`src/hw/rtl/spd_pkg.sv`:
```
// ----------------------------------------------------------------------------
// spd_pkg: shared types and constants for the sensor packet deframer
// Frame phase codes, the frame record passed from parser to converter,
// queue sizing and configuration register map.
// ----------------------------------------------------------------------------
package spd_pkg;

  // Frame delimiters.
  localparam logic [7:0] START_BYTE = 8'hAA;
  localparam logic [7:0] END_BYTE   = 8'h55;

  // Widths of the datapath.
  localparam int unsigned WORD_W = 16;
  localparam int unsigned GAIN_W = 24;
  localparam int unsigned OFFS_W = 32;
  localparam int unsigned PROD_W = WORD_W + GAIN_W;
  localparam int unsigned DIFF_W = PROD_W + 1;

  // Queue between the parser and the converter.
  localparam int unsigned QUEUE_DEPTH = 2;
  localparam int unsigned QPTR_W      = (QUEUE_DEPTH > 1) ? $clog2(QUEUE_DEPTH) : 1;
  localparam int unsigned QCNT_W      = $clog2(QUEUE_DEPTH + 1);

  // Configuration port: one word per register, index in paddr[2].
  localparam int unsigned CFG_ADDR_W = 3;
  localparam int unsigned CFG_DATA_W = 32;
  localparam logic        REG_GAIN   = 1'b0;
  localparam logic        REG_OFFSET = 1'b1;

  localparam logic [GAIN_W-1:0] GAIN_RESET   = 24'd481402;
  localparam logic [OFFS_W-1:0] OFFSET_RESET = 32'd1280573;

  // Parser phases: hunt, eight capture bytes, end byte.
  typedef enum logic [3:0] {
    PH_HUNT  = 4'd0,
    PH_OX_HI = 4'd1,
    PH_OX_LO = 4'd2,
    PH_PR_HI = 4'd3,
    PH_PR_LO = 4'd4,
    PH_TE_HI = 4'd5,
    PH_TE_LO = 4'd6,
    PH_DE_HI = 4'd7,
    PH_DE_LO = 4'd8,
    PH_END   = 4'd9
  } phase_e;

  // One complete, well-terminated frame.
  typedef struct packed {
    logic [WORD_W-1:0] oxygen_raw;
    logic [WORD_W-1:0] pressure_val;
    logic [WORD_W-1:0] temperature_raw;
    logic [WORD_W-1:0] depth_val;
  } frame_t;

endpackage

```
`src/hw/rtl/spd_front.sv`:
```
// ----------------------------------------------------------------------------
// spd_front: byte-level frame parser
// Hunts for the start byte, assembles four big-endian words and pushes one
// frame record into the queue when the end byte matches.
// ----------------------------------------------------------------------------
module spd_front (
  input  logic           clk_i,
  input  logic           rst_ni,
  input  logic           in_valid_i,
  output logic           in_stall_o,
  input  logic [7:0]     rx_byte_i,
  input  logic           q_full_i,
  output logic           push_o,
  output spd_pkg::frame_t frame_o
);
  import spd_pkg::*;

  phase_e phase_q, phase_d, phase_next;
  logic   beat;
  logic   load_upper, load_ox, load_pr, load_te, load_de, end_ok;

  logic [7:0]        upper_q;
  logic [WORD_W-1:0] ox_q, pr_q, te_q, de_q;
  logic [WORD_W-1:0] word;

  // Stall the whole input while the queue has no room.
  assign in_stall_o = q_full_i;
  assign beat       = in_valid_i & ~q_full_i;
  assign word       = {upper_q, rx_byte_i};

  // Next phase for an accepted beat.
  always_comb begin
    case (phase_q)
      PH_OX_HI: phase_next = PH_OX_LO;
      PH_OX_LO: phase_next = PH_PR_HI;
      PH_PR_HI: phase_next = PH_PR_LO;
      PH_PR_LO: phase_next = PH_TE_HI;
      PH_TE_HI: phase_next = PH_TE_LO;
      PH_TE_LO: phase_next = PH_DE_HI;
      PH_DE_HI: phase_next = PH_DE_LO;
      PH_DE_LO: phase_next = PH_END;
      PH_END:   phase_next = PH_HUNT;
      default:  phase_next = (rx_byte_i == START_BYTE) ? PH_OX_HI : PH_HUNT;
    endcase
    phase_d = beat ? phase_next : phase_q;
  end

  // Capture enables decoded from the current phase.
  always_comb begin
    load_upper = 1'b0;
    load_ox    = 1'b0;
    load_pr    = 1'b0;
    load_te    = 1'b0;
    load_de    = 1'b0;
    end_ok     = 1'b0;
    case (phase_q) inside
      PH_OX_HI, PH_PR_HI, PH_TE_HI, PH_DE_HI: load_upper = beat;
      PH_OX_LO: load_ox = beat;
      PH_PR_LO: load_pr = beat;
      PH_TE_LO: load_te = beat;
      PH_DE_LO: load_de = beat;
      PH_END:   end_ok  = beat & (rx_byte_i == END_BYTE);
      default:  ;
    endcase
  end

  always_ff @(posedge clk_i or negedge rst_ni) begin
    if (!rst_ni) begin
      phase_q <= PH_HUNT;
    end else begin
      phase_q <= phase_d;
    end
  end

  // Word registers are only read after a full frame has been captured.
  always_ff @(posedge clk_i) begin
    if (load_upper) upper_q <= rx_byte_i;
    if (load_ox)    ox_q    <= word;
    if (load_pr)    pr_q    <= word;
    if (load_te)    te_q    <= word;
    if (load_de)    de_q    <= word;
  end

  assign push_o                  = end_ok;
  assign frame_o.oxygen_raw      = ox_q;
  assign frame_o.pressure_val    = pr_q;
  assign frame_o.temperature_raw = te_q;
  assign frame_o.depth_val       = de_q;

endmodule

```
`src/hw/rtl/spd_queue.sv`:
```
// ----------------------------------------------------------------------------
// spd_queue: short frame queue
// Decouples the byte parser from the oxygen converter so that each side
// stalls on its own.
// ----------------------------------------------------------------------------
module spd_queue (
  input  logic            clk_i,
  input  logic            rst_ni,
  input  logic            push_i,
  input  spd_pkg::frame_t frame_i,
  output logic            full_o,
  output logic            valid_o,
  output spd_pkg::frame_t frame_o,
  input  logic            pop_i
);
  import spd_pkg::*;

  frame_t             mem_q [QUEUE_DEPTH];
  logic [QPTR_W-1:0]  wr_ptr_q, wr_ptr_d, rd_ptr_q, rd_ptr_d;
  logic [QCNT_W-1:0]  count_q, count_d;
  logic               do_push, do_pop;

  assign full_o  = (count_q == QCNT_W'(QUEUE_DEPTH));
  assign valid_o = (count_q != '0);
  assign frame_o = mem_q[rd_ptr_q];

  assign do_push = push_i & ~full_o;
  assign do_pop  = pop_i & valid_o;

  // Pointer and occupancy update.
  always_comb begin
    wr_ptr_d = wr_ptr_q;
    rd_ptr_d = rd_ptr_q;
    count_d  = count_q;
    if (do_push) begin
      wr_ptr_d = (wr_ptr_q == QPTR_W'(QUEUE_DEPTH - 1)) ? '0 : wr_ptr_q + QPTR_W'(1);
    end
    if (do_pop) begin
      rd_ptr_d = (rd_ptr_q == QPTR_W'(QUEUE_DEPTH - 1)) ? '0 : rd_ptr_q + QPTR_W'(1);
    end
    if (do_push && !do_pop) begin
      count_d = count_q + QCNT_W'(1);
    end else if (do_pop && !do_push) begin
      count_d = count_q - QCNT_W'(1);
    end
  end

  always_ff @(posedge clk_i or negedge rst_ni) begin
    if (!rst_ni) begin
      wr_ptr_q <= '0;
      rd_ptr_q <= '0;
      count_q  <= '0;
    end else begin
      wr_ptr_q <= wr_ptr_d;
      rd_ptr_q <= rd_ptr_d;
      count_q  <= count_d;
    end
  end

  always_ff @(posedge clk_i) begin
    if (do_push) mem_q[wr_ptr_q] <= frame_i;
  end

endmodule

```
`src/hw/rtl/spd_back.sv`:
```
// ----------------------------------------------------------------------------
// spd_back: oxygen conversion pipeline
// Stage one multiplies the raw count by the gain; the output stage subtracts
// the offset, clamps at zero, saturates and holds the result beat.
// ----------------------------------------------------------------------------
module spd_back (
  input  logic                      clk_i,
  input  logic                      rst_ni,
  input  logic                      q_valid_i,
  input  spd_pkg::frame_t           frame_i,
  output logic                      pop_o,
  input  logic [spd_pkg::GAIN_W-1:0] gain_i,
  input  logic [spd_pkg::OFFS_W-1:0] offset_i,
  output logic                      out_valid_o,
  input  logic                      out_stall_i,
  output logic [spd_pkg::WORD_W-1:0] oxygen_centi_o,
  output logic [spd_pkg::WORD_W-1:0] pressure_word_o,
  output logic [spd_pkg::WORD_W-1:0] temperature_word_o,
  output logic [spd_pkg::WORD_W-1:0] depth_word_o
);
  import spd_pkg::*;

  logic              s1_valid_q, s1_valid_d;
  logic [PROD_W-1:0] s1_prod_q;
  logic [WORD_W-1:0] s1_pr_q, s1_te_q, s1_de_q;
  logic              out_valid_q, out_valid_d;
  logic [WORD_W-1:0] ox_q, pr_q, te_q, de_q;

  logic              out_ready, s1_move, s1_free;
  logic [DIFF_W-1:0] diff;
  logic [WORD_W-1:0] ox_conv;

  // Pipeline flow control.
  assign out_ready = ~out_valid_q | ~out_stall_i;
  assign s1_move   = s1_valid_q & out_ready;
  assign s1_free   = ~s1_valid_q | out_ready;
  assign pop_o     = q_valid_i & s1_free;

  always_comb begin
    s1_valid_d  = s1_free ? q_valid_i : s1_valid_q;
    out_valid_d = out_ready ? s1_valid_q : out_valid_q;
  end

  // Offset subtraction with clamp at zero and saturation at full scale.
  always_comb begin
    diff = {1'b0, s1_prod_q} - DIFF_W'(offset_i);
    if (diff[DIFF_W-1]) begin
      ox_conv = '0;
    end else if (|diff[PROD_W-1:WORD_W+16]) begin
      ox_conv = '1;
    end else begin
      ox_conv = diff[WORD_W+15:16];
    end
  end

  always_ff @(posedge clk_i or negedge rst_ni) begin
    if (!rst_ni) begin
      s1_valid_q  <= 1'b0;
      out_valid_q <= 1'b0;
    end else begin
      s1_valid_q  <= s1_valid_d;
      out_valid_q <= out_valid_d;
    end
  end

  // Multiply stage.
  always_ff @(posedge clk_i) begin
    if (pop_o) begin
      s1_prod_q <= PROD_W'(frame_i.oxygen_raw) * PROD_W'(gain_i);
      s1_pr_q   <= frame_i.pressure_val;
      s1_te_q   <= frame_i.temperature_raw;
      s1_de_q   <= frame_i.depth_val;
    end
  end

  // Output register.
  always_ff @(posedge clk_i) begin
    if (s1_move) begin
      ox_q <= ox_conv;
      pr_q <= s1_pr_q;
      te_q <= s1_te_q;
      de_q <= s1_de_q;
    end
  end

  assign out_valid_o        = out_valid_q;
  assign oxygen_centi_o     = ox_q;
  assign pressure_word_o    = pr_q;
  assign temperature_word_o = te_q;
  assign depth_word_o       = de_q;

endmodule

```
`src/hw/rtl/sensor_packet_deframer_core.sv`:
```
// Throughput: one received byte per cycle while the input is not stalled; a frame is ten byte beats.
// Path: after the end byte is taken, the result beat passes the queue write,
// the multiply stage and the output register, and output stall can hold it.
// The input stalls only while the two-entry frame queue is full.
// Reset (asynchronous, active low) returns the parser to hunting, empties
// the queue and pipeline and loads the default gain and offset.
// ----------------------------------------------------------------------------
// sensor_packet_deframer_core: sensor frame deframer top level
// Parser front end, frame queue and oxygen conversion back end, plus the
// configuration registers for oxygen gain and offset.
// ----------------------------------------------------------------------------
module sensor_packet_deframer_core (
  input  logic                          clk_i,
  input  logic                          rst_ni,
  // Byte input
  input  logic                          in_valid_i,
  output logic                          in_stall_o,
  input  logic [7:0]                    rx_byte_i,
  // Result output
  output logic                          out_valid_o,
  input  logic                          out_stall_i,
  output logic [spd_pkg::WORD_W-1:0]    oxygen_centi_o,
  output logic [spd_pkg::WORD_W-1:0]    pressure_word_o,
  output logic [spd_pkg::WORD_W-1:0]    temperature_word_o,
  output logic [spd_pkg::WORD_W-1:0]    depth_word_o,
  // Configuration port
  input  logic                          psel,
  input  logic                          penable,
  input  logic                          pwrite,
  input  logic [spd_pkg::CFG_ADDR_W-1:0] paddr,
  input  logic [spd_pkg::CFG_DATA_W-1:0] pwdata,
  output logic [spd_pkg::CFG_DATA_W-1:0] prdata,
  output logic                          pready
);
  import spd_pkg::*;

  logic [GAIN_W-1:0] gain_q;
  logic [OFFS_W-1:0] offset_q;
  logic              reg_sel, cfg_wr;

  logic   push, q_full, q_valid, pop;
  frame_t push_frame, head_frame;

  // Configuration registers.
  assign pready  = 1'b1;
  assign reg_sel = paddr[2];
  assign cfg_wr  = psel & penable & pwrite & pready;

  always_ff @(posedge clk_i or negedge rst_ni) begin
    if (!rst_ni) begin
      gain_q   <= GAIN_RESET;
      offset_q <= OFFSET_RESET;
    end else if (cfg_wr) begin
      if (reg_sel == REG_GAIN) begin
        gain_q <= pwdata[GAIN_W-1:0];
      end else begin
        offset_q <= pwdata[OFFS_W-1:0];
      end
    end
  end

  // Register readback.
  always_comb begin
    case (reg_sel)
      REG_GAIN:   prdata = CFG_DATA_W'(gain_q);
      REG_OFFSET: prdata = CFG_DATA_W'(offset_q);
      default:    prdata = '0;
    endcase
  end

  spd_front u_front (
    .clk_i      (clk_i),
    .rst_ni     (rst_ni),
    .in_valid_i (in_valid_i),
    .in_stall_o (in_stall_o),
    .rx_byte_i  (rx_byte_i),
    .q_full_i   (q_full),
    .push_o     (push),
    .frame_o    (push_frame)
  );

  spd_queue u_queue (
    .clk_i   (clk_i),
    .rst_ni  (rst_ni),
    .push_i  (push),
    .frame_i (push_frame),
    .full_o  (q_full),
    .valid_o (q_valid),
    .frame_o (head_frame),
    .pop_i   (pop)
  );

  spd_back u_back (
    .clk_i              (clk_i),
    .rst_ni             (rst_ni),
    .q_valid_i          (q_valid),
    .frame_i            (head_frame),
    .pop_o              (pop),
    .gain_i             (gain_q),
    .offset_i           (offset_q),
    .out_valid_o        (out_valid_o),
    .out_stall_i        (out_stall_i),
    .oxygen_centi_o     (oxygen_centi_o),
    .pressure_word_o    (pressure_word_o),
    .temperature_word_o (temperature_word_o),
    .depth_word_o       (depth_word_o)
  );

endmodule

```
`config.mk`:
```
export PLATFORM = sky130hd
export DESIGN_NAME = sensor_packet_deframer_core
export DESIGN_NICKNAME = d
export VERILOG_FILES = /design/src/hw/rtl/spd_pkg.sv /design/src/hw/rtl/spd_front.sv /design/src/hw/rtl/spd_queue.sv /design/src/hw/rtl/spd_back.sv /design/src/hw/rtl/sensor_packet_deframer_core.sv
export SDC_FILE = /design/constraint.sdc
export NUM_CORES = 1
export LEC_CHECK = 0
export BUFFER_PORTS_ARGS = -buffer_cell sky130_fd_sc_hd__buf_4
export CORE_MARGIN = 2
export CORE_UTILIZATION = 55
export DETAILED_ROUTE_END_ITERATION = 12
export PLACE_DENSITY = 0.73
export SLEW_MARGIN = 20
export SYNTH_ARGS = -nofsm -noshare
export SYNTH_HDL_FRONTEND = slang
export SYNTH_HIERARCHICAL = 1
export SYNTH_SLANG_ARGS = --single-unit
```
`constraint.sdc`:
```
create_clock -name clk_i -period 9.6 [get_ports clk_i]
set_input_delay 0 -clock clk_i [delete_from_list [all_inputs] [get_ports clk_i]]
set_output_delay 0 -clock clk_i [all_outputs]
set_load 0.005 [all_outputs]
```
Word level (Yosys, flattened, before mapping)
Memories as Yosys holds them, arrays and structs flattened.
Index checks and enable logic that the tools add are counted.
{"block": "totals", "ff_bits": 290, "latchBits": 0, "ramBits": 128, "romBits": 0, "out_inout_bits": 99, "word_cells": 96, "n_memories": 1}
{"block": "op_classes", "n_addsub": 5, "n_mul": 1, "div_mod_pow": 0, "magnitude_cmp": 0, "n_eq_ne": 12, "shifts": 0, "muxes": 31, "bitwise": 15, "reduce_logical": 10}
{"name": "u_queue.mem_q", "words": 2, "word_bits": 64, "read_ports": 1, "rd_ports_with_merged_regs": 0, "write_ports": 1, "line": "spd_queue.sv:18", "source": "frame_t mem_q [QUEUE_DEPTH];"}
{"cell": "32-bit one-hot mux with 2 select lines", "count": 1}
{"cell": "40-bit by 32-bit subtractor with 41-bit output", "count": 1}
{"cell": "16-bit by 24-bit multiplier with 40-bit output", "count": 1}
{"cell": "4-bit one-hot mux with 9 select lines", "count": 1}
{"cell": "1-bit two-way mux", "count": 26}
{"cell": "4-bit by 3-bit equality test with 1-bit output (second input constant)", "count": 4}
{"cell": "16-bit two-way mux", "count": 1}
{"cell": "1-bit bitwise AND", "count": 8}
{"cell": "4-bit by 2-bit equality test with 1-bit output (second input constant)", "count": 2}
{"cell": "4-bit equality test (second input constant)", "count": 2}
{"cell": "8-bit by 7-bit equality test with 1-bit output (second input constant)", "count": 1}
{"cell": "8-bit equality test (second input constant)", "count": 1}
{"cell": "8-bit OR reduction", "count": 1}
{"cell": "1-bit NOT", "count": 5}
{"cell": "4-bit by 1-bit equality test with 1-bit output (second input constant)", "count": 1}
{"cell": "2-bit two-way mux", "count": 2}
{"cell": "2-bit AND reduction", "count": 2}
{"cell": "2-bit nonzero test", "count": 2}
{"cell": "4-bit OR reduction", "count": 1}
{"cell": "1-bit adder (second input constant)", "count": 2}
{"cell": "2-bit by 1-bit adder with 2-bit output (second input constant)", "count": 1}
{"cell": "2-bit equality test (second input constant)", "count": 1}
{"cell": "1-bit logical AND", "count": 2}
{"cell": "1-bit zero test", "count": 2}
{"cell": "2 further kinds", "count": 3}

Depth between registers and ports, before layout
{"block": "logic_depth", "word_depth": 15, "ltp_mapped": 27, "ltp_nobuf": 24}

Modules after synthesis
The synthesis kept the hierarchy.
{"mod": "spd_back", "n_inst": 1, "cells_per_inst": 1934, "area_each_um2": 19134.6, "seq_area_each_um2": 4614.4}
{"mod": "spd_queue", "n_inst": 1, "cells_per_inst": 218, "area_each_um2": 5024.8, "seq_area_each_um2": 3943.8}
{"mod": "sensor_packet_deframer_core", "n_inst": 1, "cells_per_inst": 157, "area_each_um2": 2592.5, "seq_area_each_um2": 1428.9}
{"mod": "spd_front", "n_inst": 1, "cells_per_inst": 115, "area_each_um2": 2519.9, "seq_area_each_um2": 2262.2}

Worst setup path before layout
OpenSTA, ideal clock, no wires.
{"block": "synth_path", "kind": "reg2reg", "startpoint": "register u_queue.rd_ptr_q", "endpoint": "register u_back.s1_prod_q[39], data pin", "arrival_ns": 6.423, "path_slack_ns": 2.917, "path_stages_with_launch": 26, "cell_sequence": "dfrtp_1 -> buf_6 -> buf_6 -> mux2_4 -> clkbuf_1 -> and2_1 -> fa_1 -> inv_1 -> fa_1 -> fa_1 -> inv_1 -> fa_1 -> fa_1 -> inv_1 -> fa_1 -> inv_1 -> ha_1 -> nand2_1 -> o21ai_0 -> nor3_1 -> a211o_1 -> a21oi_1 -> o2111ai_1 -> a21oi_1 -> nor2_1 -> o311a_1"}
{"item": "from (decl)", "line": "spd_queue.sv:19", "source": "logic [QPTR_W-1:0] wr_ptr_q, wr_ptr_d, rd_ptr_q, rd_ptr_d;"}
{"item": "from (signal assigned)", "line": "spd_queue.sv:55", "source": "rd_ptr_q <= rd_ptr_d;"}
{"item": "to (signal assigned)", "line": "spd_back.sv:69", "source": "s1_prod_q <= PROD_W'(frame_i.oxygen_raw) * PROD_W'(gain_i);"}
{"item": "to (decl)", "line": "spd_back.sv:24", "source": "logic [PROD_W-1:0] s1_prod_q;"}

==> metrics.cfg <==
[timing]
rsz0062_at_grt=no
fin_crit_ns=7.855
fin_ws_ns=1.745
timing.slew.headroom_pct=31.08
timing.final.max_slew_violations=0
period_share_pct=81.83
finalSetupViolCount=0
finClkSkew_ns=0.01970
worstMarginPinSlew_ns=1.034
hold_viol_final=0
finalSetupTns_ns=0
fmax_mhz=127.3

[die]
die_h_um=234.7
die-area_sq_um=55080
ios=149
core-area_sq_um=52550
num_rows=84
initial_utilization_pct=55.70
die_w_um=234.7

[final_layout]
area_growth_pct=11.55
nets=3081
regArea_sq_um=12250
multi_input_area_sq_um=15090
fill_cells=3999
num_antenna_cells=0
utilization_pct=62.13
drive_above_1_share_pct=16.09
fin_cells=3304

[detailed_routing]
drtAntennaViolNets=0
route.detailed.drc=0
vias=18356
first_pass_iters=6
drt-total-wl_mm=66.64
drt_iter0_markers=1232
wl_per_cell_um=20.17
drt-vias-per-instance=5.556

[setup_path]
crit_fanout=33
cp.arrival_ns=8.18
worstSetupPathType=reg2reg
cp_slowest_cell=dfrtp_4
start_kind=flop
crit_path_frequent_cell=fa_1
critPathMaxStageDelay_ns=0.81
crit_path_end_kind=flop
path_cells=mux2_2 -> nand2_1 -> fa_1 -> fa_1 -> fa_1 -> inv_1 -> fa_1 -> fa_1 -> inv_1 -> fa_1 -> inv_1 -> ha_1 -> nand2_1 -> o21ai_0 -> nor3_1 -> a211o_1 -> a21oi_1 -> o2111ai_1 -> a21oi_1 -> nor2_1 -> o311a_1
required_ns=9.93

[global_routing]
grt_pass1_vias=19867
grt_start_max_net_pins=67
grt.total_usage_pct=24.47
grt_pass1_wl_mm=106.4
antenna_found_initial=0
gr-total-overflow=0

[yosys]
ys_warn_count=6
synth_edf_count=352
synth-main-ff-cell=edfxtp_1
async_flop_share_pct=15.79
syn_area_per_cell_sq_um=12.08
syn_inst=2424
synth_seq_cells=418
syn_nets=2924
synth_top_area_share_pct=36.11
synth.largest_area_cell=edfxtp_1
synth_commonest_cells=400 x inv_1, 352 x edfxtp_1, 306 x fa_1
synthMostInstantiatedCell=inv_1
synth_cell_types=81
seq_area_frac_synth_pct=41.85
synth.cell_area_sq_um=29270
yosys-top-cells-area=edfxtp_1 36%, fa_1 21%, ha_1 6.2%, inv_1 5.1%, and2_1 3.8%

[placement]
place.gp.congestion=0.8850
pre_cts_ws_ns=1.844
dp_hpwl_mm=47.44
port_buffers=145
dp.cells=3181

[job]
cap_violations=0

[clock_tree]
cts-buffers-inserted=43
cts_max_level=2
clkLatencyLatePin_ns=0.58
post-cts-setup-buffers=0
cts_resized=0
clockBufferDepth=3
cts_tree=built
hold_buffers=43
root_buffer=clkbuf_16
clk_pin_slew_worst_paths_ns=0.06
clock_sinks=418

[outcome]
status=complete, no violations

[worst_hold_path]
hold_class=in2async

[through the flow]
stage | area (sq um) | hold WS (ns)
3_5_place_dp | 30870 | 0.1916
5_1_grt | 32650 | 0.1788
4_1_cts | 32650 | 0.1167
6_report | 32650 | 0.1033
3_3_place_gp | 30870 | 0.1782
2_1_floorplan | 29270 | -0.2956
[critical path, delay by kind of cell (launching register included)]
kind                     cells  cell delay [ns]
flip-flops                   1             0.81
buffers and inverters        3             0.15
AO/OA/AOI/OAI                6             1.98
multiplexers                 1             0.73
adder cells (fa/ha/maj)      7             3.45
AND/OR/NAND/NOR              4             0.46
[layout by cell type (no fill, tap or decap), types with 51 or more instances in the layout]
cell	n
ha_1	144
inv_1	400
mux2_2	75
mux2_4	70
buf_4	156
and2_1	179
fa_1	306
a21oi_1	76
nand2_1	284
edfxtp_1	352
nor2_1	51
[per-layer routing]
| metal | vias up | GRT usage, % | part of all wire (%) |
|---|---|---|---|
| met2 | 690 | 41.21 | 49 |
| met4 | 0 | 8.707 | 2.9 |
| li1 | 8301 | - | - |
| met1 | 9223 | 32.30 | 42 |
| met5 | - | 0 | 0 |
| met3 | 142 | 3.983 | 6.0 |
[state kept, by name, indices dropped and copies added, names as in the netlist, 2 cells and up]
name and flops:
u_queue/count_q 2, u_back/pressure_word_o 16, u_back/depth_word_o 16, u_back/s1_te_q 16, u_front/phase_q 4, offset_q 32
u_front/ox_q 16, u_front/upper_q 8, u_back/s1_de_q 16, u_back/temperature_word_o 16, gain_q 24, u_front/pr_q 16
u_front/de_q 16, u_back/oxygen_centi_o 16, u_back/s1_pr_q 16, u_back/s1_prod_q 40, u_queue/mem_q 128, u_front/te_q 16
[cells by family after synthesis]
| family | Yosys count | synth area share (%) |
|---|---|---|
| xor+xnor | 52 | 1.556 |
| mux | 150 | 6.655 |
| simple gates | 631 | 10.87 |
| flops | 418 | 41.85 |
| fa+ha+maj | 450 | 27.08 |
| buf+inv | 487 | 6.736 |
| compound gates | 235 | 5.241 |
| other cells | 1 | 0.01281 |
[final timing paths]
| check | slack, ns | from | endpoint | cells past startpoint |
|---|---|---|---|---|
| setup reg to reg | 1.74 | u_queue/rd_ptr_q | u_back/s1_prod_q[39] | 21 |
| setup / recovery | 1.74 | u_queue/rd_ptr_q | u_back/s1_prod_q[39] | 21 |
| hold reg to reg | 0.42 | u_back/s1_pr_q[0] | u_back/pressure_word_o[0] | 0 |
| min in group clk_i | 0.20 | pwdata[30] | offset_q[30] | 3 |
| max in group asynchronous | 8.73 | rst_ni | u_queue/rd_ptr_q | 2 |
| hold / removal | 0.10 | rst_ni | offset_q[28] | 2 |
[cell type report]
class	count	area share, %
Clock buffer	55	3.433
Clock inverter	25	0.6898
Inverter	400	4.598
Multi-Input combinational cell	1519	46.21
Sequential cell	418	37.53
Tap cell	688	2.636
Timing Repair Buffer	199	4.905
Power is left out: the tool's default activity adds up to more than one toggle a clock period on the data nets, which glitch-free logic cannot reach.
